$ cat src/rtl/core/mxp_pkg.sv
`timescale 1ns / 1ps
// ----------------------------------------------------------------------------
// mxp_pkg: shared types and constants of the maximum XOR pair trie
// Widths of values, node indexes and counters, plus the controller and
// datapath command and status bundles.
// ----------------------------------------------------------------------------
package mxp_pkg;

    localparam int VALUE_BITS = 32;
    localparam int NODE_COUNT = 65536;
    localparam int IDX_W      = $clog2(NODE_COUNT);
    localparam int LVL_W      = $clog2(VALUE_BITS);
    localparam int CNT_W      = IDX_W + 1;
    localparam int LINK_W     = 2 * IDX_W;

    // Child links of one trie node. A zero link means no child.
    typedef struct packed {
        logic [IDX_W-1:0] one;
        logic [IDX_W-1:0] zero;
    } links_t;

    typedef struct packed {
        logic load;
        logic q_step;
        logic q_end;
        logic i_step;
        logic alloc_div;
        logic alloc_new;
        logic finish;
    } cmd_t;

    typedef struct packed {
        logic had;
        logic lvl_zero;
        logic q_stop;
        logic i_hit;
        logic fits;
    } status_t;

endpackage

$ cat src/rtl/core/mxp_ctrl.sv
`timescale 1ns / 1ps
// ----------------------------------------------------------------------------
// mxp_ctrl: sequencer of the maximum XOR pair trie
// Steps each item through query walk, insertion walk and node allocation,
// and owns the input ready and the output valid.
// ----------------------------------------------------------------------------
module mxp_ctrl import mxp_pkg::*; (
    input  logic    aclk,
    input  logic    aresetn,
    input  logic    s_valid,
    output logic    s_ready,
    output logic    m_valid,
    input  logic    m_ready,
    input  status_t st,
    output cmd_t    cmd
);

    localparam logic [2:0] S_IDLE      = 3'd0;
    localparam logic [2:0] S_QUERY     = 3'd1;
    localparam logic [2:0] S_QEND      = 3'd2;
    localparam logic [2:0] S_IWALK     = 3'd3;
    localparam logic [2:0] S_ALLOC_DIV = 3'd4;
    localparam logic [2:0] S_ALLOC_NEW = 3'd5;
    localparam logic [2:0] S_FIN       = 3'd6;

    logic [2:0] state_reg, state_next;
    logic       out_valid_reg, out_valid_next;

    assign s_ready = (state_reg == S_IDLE);
    assign m_valid = out_valid_reg;

    always_comb begin
        state_next     = state_reg;
        out_valid_next = out_valid_reg;
        cmd            = '0;
        if (out_valid_reg && m_ready) begin
            out_valid_next = 1'b0;
        end
        case (state_reg)
            S_IDLE: begin
                if (s_valid) begin
                    cmd.load   = 1'b1;
                    state_next = st.had ? S_QUERY : S_IWALK;
                end
            end
            S_QUERY: begin
                cmd.q_step = 1'b1;
                if (st.q_stop || st.lvl_zero) begin
                    state_next = S_QEND;
                end
            end
            S_QEND: begin
                cmd.q_end  = 1'b1;
                state_next = S_IWALK;
            end
            S_IWALK: begin
                cmd.i_step = 1'b1;
                if (st.i_hit) begin
                    if (st.lvl_zero) begin
                        state_next = S_FIN;
                    end
                end else begin
                    state_next = st.fits ? S_ALLOC_DIV : S_FIN;
                end
            end
            S_ALLOC_DIV: begin
                cmd.alloc_div = 1'b1;
                state_next    = S_ALLOC_NEW;
            end
            S_ALLOC_NEW: begin
                cmd.alloc_new = 1'b1;
                if (st.lvl_zero) begin
                    state_next = S_FIN;
                end
            end
            S_FIN: begin
                // The result moves to the output register once it is free.
                if (!out_valid_reg || m_ready) begin
                    cmd.finish     = 1'b1;
                    out_valid_next = 1'b1;
                    state_next     = S_IDLE;
                end
            end
            default: begin
                state_next = S_IDLE;
            end
        endcase
    end

    always_ff @(posedge aclk) begin
        if (!aresetn) begin
            state_reg     <= S_IDLE;
            out_valid_reg <= 1'b0;
        end else begin
            state_reg     <= state_next;
            out_valid_reg <= out_valid_next;
        end
    end

endmodule

$ cat config.mk
export PLATFORM = sky130hd
export DESIGN_NAME = mxp_ctrl
export DESIGN_NICKNAME = d
export VERILOG_FILES = /design/src/rtl/core/mxp_pkg.sv /design/src/rtl/core/mxp_ctrl.sv
export SDC_FILE = /design/constraint.sdc
export NUM_CORES = 1
export LEC_CHECK = 0
export BUFFER_PORTS_ARGS = -buffer_cell sky130_fd_sc_hd__buf_2
export CORE_AREA = 5 5 42 44
export CTS_CLUSTER_DIAMETER = 150
export DETAILED_ROUTE_END_ITERATION = 16
export DIE_AREA = 0 0 47 49
export GPL_ROUTABILITY_DRIVEN = 1
export SYNTH_ARGS = -nofsm -noshare
export SYNTH_HDL_FRONTEND = slang
export SYNTH_SLANG_ARGS = --single-unit
$ cat constraint.sdc
create_clock -name aclk -period 2.6 [get_ports aclk]
set_input_delay 0.52 -clock aclk [delete_from_list [all_inputs] [get_ports aclk]]
set_output_delay 0.52 -clock aclk [all_outputs]
set_load 0.02 [all_outputs]
==> results.json, run 1 <==
{
  "crit_arrival_ns": 1.30,
  "cap_violations": 0,
  "ant_nets": 0,
  "rsz0062_at_grt": "false",
  "largest_reg_flops": 3,
  "min_period_ns": 1.821,
  "gp_congestion": 0.6860,
  "cts_root_buf": "clkbuf_4",
  "routed_wl_um": 875,
  "finalHoldViolations": 0,
  "antenna_cells": 0,
  "core_um2": 1401,
  "critPathKind": "register to output port",
  "cts_hold_buf": 0,
  "dieHeight_um": 49,
  "ys_seq_area_frac": 0.2379,
  "layout.nets": 71,
  "antenna_found_initial": 0,
  "drc": 0,
  "dieWidth_um": 47,
  "crit_required_ns": 2.08,
  "hold_class": "input pin to register",
  "setup_tns_ns": 0,
  "slew_headroom": 0.7464,
  "fmax_mhz": 549.1,
  "cp-start-kind": "register",
  "synthesis.instances": 43,
  "synth_area_leader_cell": "dfxtp_1",
  "cts.sinks": 4,
  "rows": 14,
  "worstSetupEndpointType": "output port",
  "finalCritPeriodShare": 0.7005,
  "ios": 18,
  "drv_slew": 0,
  "htreeDepth": 1,
  "area_growth_pct": 29.00,
  "cp_max_fo": 10,
  "avgSynthCellArea_um2": 7.827,
  "start_util": 0.2402,
  "cts_buffers": 3,
  "fin_hold_ws_ns": 0.5618,
  "grt_start_max_net_pins": 12,
  "netlist_area_um2": 336.6,
  "portBuffers": 17,
  "firstDrtPassIters": 6,
  "synth.area.top_cells": "dfxtp_1 24%, nor2_1 7.8%, buf_6 6.7%, nor3b_4 5.6%, nand2_1 4.5%",
  "grtUsageTotal": 0.08445,
  "max-clock-path-buffers": 2,
  "vias_per_cell": 4.842,
  "drive_above_1_share": 0.4500,
  "post_cts_resized": 0,
  "yosys_warnings": 0,
  "leakage_nw": 0.2039,
  "routedWlPerCell_um": 11.51,
  "die_area_um2": 2303,
  "grt.overflow.total": 0,
  "synth.top_cell.area_share": 0.2379,
  "post_cts_buffers": 0,
  "skew_ns": 0.003981,
  "synth_cell_types": 27,
  "grt_pass1_vias": 349,
  "worstSkewPairLatency_ns": 0.24,
  "status": "finished, final reports clean",
  "clk_pin_slew_ns": 0.03,
  "ir_drop_uv": 263.6,
  "worst_slew_pin_slew_ns": 0.3799,
  "cellPowerDensity_nw_per_um2": 598.5,
  "cts_tree": "built",
  "syn-num-nets": 52,
  "first_iter_violations": 5,
  "dp_hpwl_um": 664.1,
  "setup_viol": 0,
  "synth_seq_cells": 4,
  "vias": 368,
  "grt_pass1_wl_mm": 1.435
}
## metrics by stage
| step | power (mW) | worst slack (ns) | util | std cells | instance area [um^2] |
|---|---|---|---|---|---|
| after floorplan | 0.1622 | 0.7908 | - | 43 | 336.6 |
| after global placement | 0.1830 | 1.024 | 0.2938 | 73 | 411.6 |
| after detailed placement | 0.1831 | 0.9913 | 0.2938 | 73 | 411.6 |
| after CTS | 0.2634 | 0.7730 | 0.3098 | 76 | 434.2 |
| after global routing | 0.2809 | 0.6857 | 0.3098 | 76 | 434.2 |
| final | 0.2598 | 0.7788 | 0.3098 | 76 | 434.2 |
## metal layers
metal	global-route usage	vias to the layer above	routed length (um)
met1	0.1118	167	432
met5	0	-	0
met2	0.1131	17	347
li1	-	184	-
met3	0.05904	0	94
met4	0.01382	0	0
## cell type report
type,instances,area (um^2)
clock buffer,3,22.52
fill,167,967.2
inverter,2,7.507
multi-input combinational,34,219.0
sequential,4,80.08
tap,16,20.02
timing repair buffer,17,85.08
## critical path: stages, from the launching register on
cell	delay, ns
dfxtp_1	0.54
nand2_1	0.18
nor3_1	0.16
buf_2	0.19
## power by group
group	internal [mW]	leakage (nW)	switching, mW
sequential	0.0683	0.0328	0.0188
combinational	0.0425	0.157	0.0522
clock	0.0517	0.0138	0.0264
## cells in the final DEF (no fill, tap or decap), drive strengths merged, types with 2 or more instances in the layout
cell    netlist  routed
inv           2       2
buf           3      17
dfxtp         4       4
nor3          2       2
nor3b         2       2
o21ai         3       3
nor2          7       7
a21oi         3       3
nand2         5       5
clkbuf        0       3
## synthesized netlist by cell type
library cell and instances:
a21bo_2 1, dfxtp_1 4, inv_2 1, o21a_1 1, nor3b_4 1, buf_6 2
nand2_2 1, o21ai_2 1, o211ai_1 1, nand2b_1 1, and2_1 1, a21boi_1 1
nor3_1 2, nor3b_1 1, inv_1 1, nand2_1 4, buf_4 1, nor2b_1 1
and3b_1 1, nand3_1 1, o21ai_1 2, nor2_1 7, o2111a_1 1, a21oi_1 2
nand4_1 1, o2bb2ai_2 1, a21oi_2 1
## cells by family after synthesis
kind of cell | Yosys count | synth area share
buffers and inverters | 5 | 0.1115
AO/OA/AOI/OAI | 12 | 0.2863
AND/OR/NAND/NOR | 22 | 0.3644
flip-flops | 4 | 0.2379
## final timing paths
check	from	slack [ns]	to	cells after the start
worst min-delay path	aresetn	0.56	m_valid	2
worst max-delay path	state_reg[2]	0.78	cmd[0]	3
worst max register to register	state_reg[0]	1.40	state_reg[0]	4
worst min register to register	state_reg[2]	0.63	state_reg[2]	2
Note: power is estimated with default switching activity, not from simulation.
==> inputs of run 2 (changes only) <==
Settings changed: ABC_AREA set to 1.
Clock period 2.6 ns to 1.6 ns, I/O delays scaled along.
==> results.json, run 2 <==
{
  "drive_above_1_share": 0.4146,
  "pwr-share-comb": 0.403,
  "p_seq_frac": 0.321,
  "p_sw_mw": 0.1835,
  "cp_max_fo": 10,
  "leakage_nw": 0.2868,
  "fin_total_pwr_mw": 0.4483,
  "clk_pin_slew_ns": 0.03,
  "grt.overflow.total": 0,
  "hold_class": "input pin to register",
  "synth_commonest_cells": "18 x nand2_1, 11 x inv_1, 9 x nor2_1",
  "place_inst": 95,
  "antenna_found_initial": 0,
  "routed_wl_um": 848,
  "grt_start_max_net_pins": 11,
  "min_period_ns": 1.456,
  "power_switching_share": 0.4093,
  "ant_nets": 0,
  "grt_pass1_vias": 361,
  "final_common_cell": "nand2_1",
  "rsz0062_at_grt": "false",
  "ios": 18,
  "finalCritPeriodShare": 0.9098,
  "yosysMostFrequentCell": "nand2_1",
  "finalHoldViolations": 0,
  "dieHeight_um": 49,
  "routedWlPerCell_um": 8.653,
  "ys_seq_area_frac": 0.2215,
  "worstSetupEndpointType": "output port",
  "syn-num-nets": 73,
  "netlist_area_um2": 361.6,
  "max-clock-path-buffers": 2,
  "crit_path_start": "state_reg[0]",
  "nFillCells": 161,
  "area_growth_pct": 32.53,
  "setup_tns_ns": 0,
  "drv_slew": 0,
  "fmax_mhz": 686.9,
  "cap_violations": 0,
  "core_um2": 1401,
  "antenna_cells": 0,
  "min_path_cells": 3,
  "setup_slack_ns": 0.1442,
  "firstDrtPassIters": 4,
  "status": "finished, final reports clean",
  "start_util": 0.2580,
  "drc": 0,
  "rrSetupSlack_ns": 0.53,
  "synthesis.instances": 64,
  "htreeDepth": 1,
  "first_iter_violations": 9,
  "slew_headroom": 0.8411,
  "portBuffers": 17,
  "ir_drop_uv": 429.3,
  "worstSkewPairLatency_ns": 0.23,
  "worst_slew_pin_slew_ns": 0.2374,
  "avgSynthCellArea_um2": 5.650,
  "r2r-start": "state_reg[1]",
  "regArea_um2": 86.33,
  "synth_area_leader_cell": "dfxtp_1",
  "dp_hpwl_um": 711,
  "largest_reg_flops": 3,
  "grt_pass1_wl_mm": 1.407,
  "cts.sinks": 4,
  "crit_arrival_ns": 1.14,
  "gp_congestion": 0.7117,
  "multi_input_area_um2": 216.5,
  "cts_tree": "built",
  "final_util": 0.3420,
  "async_flop_share": 0,
  "synth_cell_types": 18,
  "synth.area.top_cells": "dfxtp_1 22%, nand2_1 19%, inv_1 11%, nor2_1 9.3%, nand3_1 4.2%",
  "cellPowerDensity_nw_per_um2": 935.6,
  "rows": 14,
  "cp-start-kind": "register",
  "dp_worst_setup_slack_ns": 0.2191,
  "layout.nets": 93,
  "cts_buffers": 3,
  "crit_required_ns": 1.28,
  "synth.top_cell.area_share": 0.2215,
  "synth_edf_count": 0,
  "vias": 410,
  "clkPwrFrac": 0.277,
  "vias_per_cell": 4.184,
  "die_area_um2": 2303,
  "reg2regPathDepth": 7,
  "final_cell_mix": "18 x nand2_1, 17 x buf_2, 11 x inv_1",
  "r2r-end": "state_reg[0]",
  "yosys_warnings": 0,
  "dieWidth_um": 47,
  "skew_ns": 0.003647,
  "critPathKind": "register to output port",
  "final_cells": 98,
  "ys.flop_type": "dfxtp_1",
  "intPower_mw": 0.2648,
  "synth_seq_cells": 4,
  "whs_endpoint": "state_reg[2]",
  "cts_root_buf": "clkbuf_4",
  "grtUsageTotal": 0.08234,
  "setup_viol": 0,
  "hp-start": "aresetn"
}
-- run 2: changes by cell type in the layout (fill, tap and decap cells not counted), sizes merged, moves of 2 or more --
cell / before / now
inv: 2 / 13
nand3: 1 / 4
nor3b: 2 / 0
o21ai: 3 / 1
nand2: 5 / 20
nor2: 7 / 12
-- run 2: cell families (layout without fill, tap and decap cells) --
| family | after synthesis | count (layout) | synth area share |
|---|---|---|---|
| AND/OR/NAND/NOR | 41 | 41 | 0.5259 |
| buffers and inverters | 15 | 33 | 0.1869 |
| AO/OA/AOI/OAI | 4 | 4 | 0.06574 |
| flip-flops | 4 | 4 | 0.2215 |
-- run 2: layout make-up --
| cell class | instances | share of cell area |
|---|---|---|
| tap | 16 | 0.04178 |
| sequential | 4 | 0.1802 |
| clock buffer | 3 | 0.04700 |
| multi-input combinational | 45 | 0.4517 |
| inverter | 13 | 0.1018 |
| timing repair buffer | 17 | 0.1775 |
-- run 2: routing by layer --
metal,global-route usage,up-vias,wire (um)
li1,-,226,-
met1,0.09430,171,390
met2,0.1267,13,399
met3,0.04428,0,57
met4,0.02765,0,0
met5,0,-,0
-- run 2: repair_timing --
action | 4_1_cts | 5_1_grt
resized for setup | 1 | 4
setup buffers | 0 | 0
hold buffers | 0 | 0
setup endpoints to repair | 1 | 4
gates cloned | 0 | 0
-- run 2: metrics by stage --
step           hold slack [ns]  cell area [um^2]
3_5_place_dp            0.5290             447.9
4_1_cts                 0.2860             471.7
2_1_floorplan           0.4176             361.6
6_report                0.2957             479.2
3_3_place_gp            0.5288             447.9
5_1_grt                 0.3190             479.2
-- run 2: worst max path at each step --
stage | slack (ns) | depth (start not counted) | to
floorplan | 0.17 | 4 | cmd[6]
global placement | 0.25 | 3 | cmd[0]
detailed placement | 0.22 | 3 | cmd[0]
CTS | 0.004 | 4 | cmd[6]
global route | 0.04 | 3 | cmd[0]
finish | 0.14 | 4 | cmd[6]
-- run 2: worst max-delay path, cell delays in order (launching register included) --
cell     delay [ns]
dfxtp_2        0.37
nor2_2         0.13
inv_1          0.08
nor3_1         0.13
buf_2          0.19
-- run 2: power groups by stage --
stage / registers [mW] / clock network, mW / logic (mW)
after floorplan: 0.122 / 0 / 0.154
after global placement: 0.140 / 0 / 0.181
final: 0.144 / 0.124 / 0.180
after detailed placement: 0.141 / 0 / 0.182
after global routing: 0.147 / 0.137 / 0.203
after CTS: 0.140 / 0.132 / 0.183
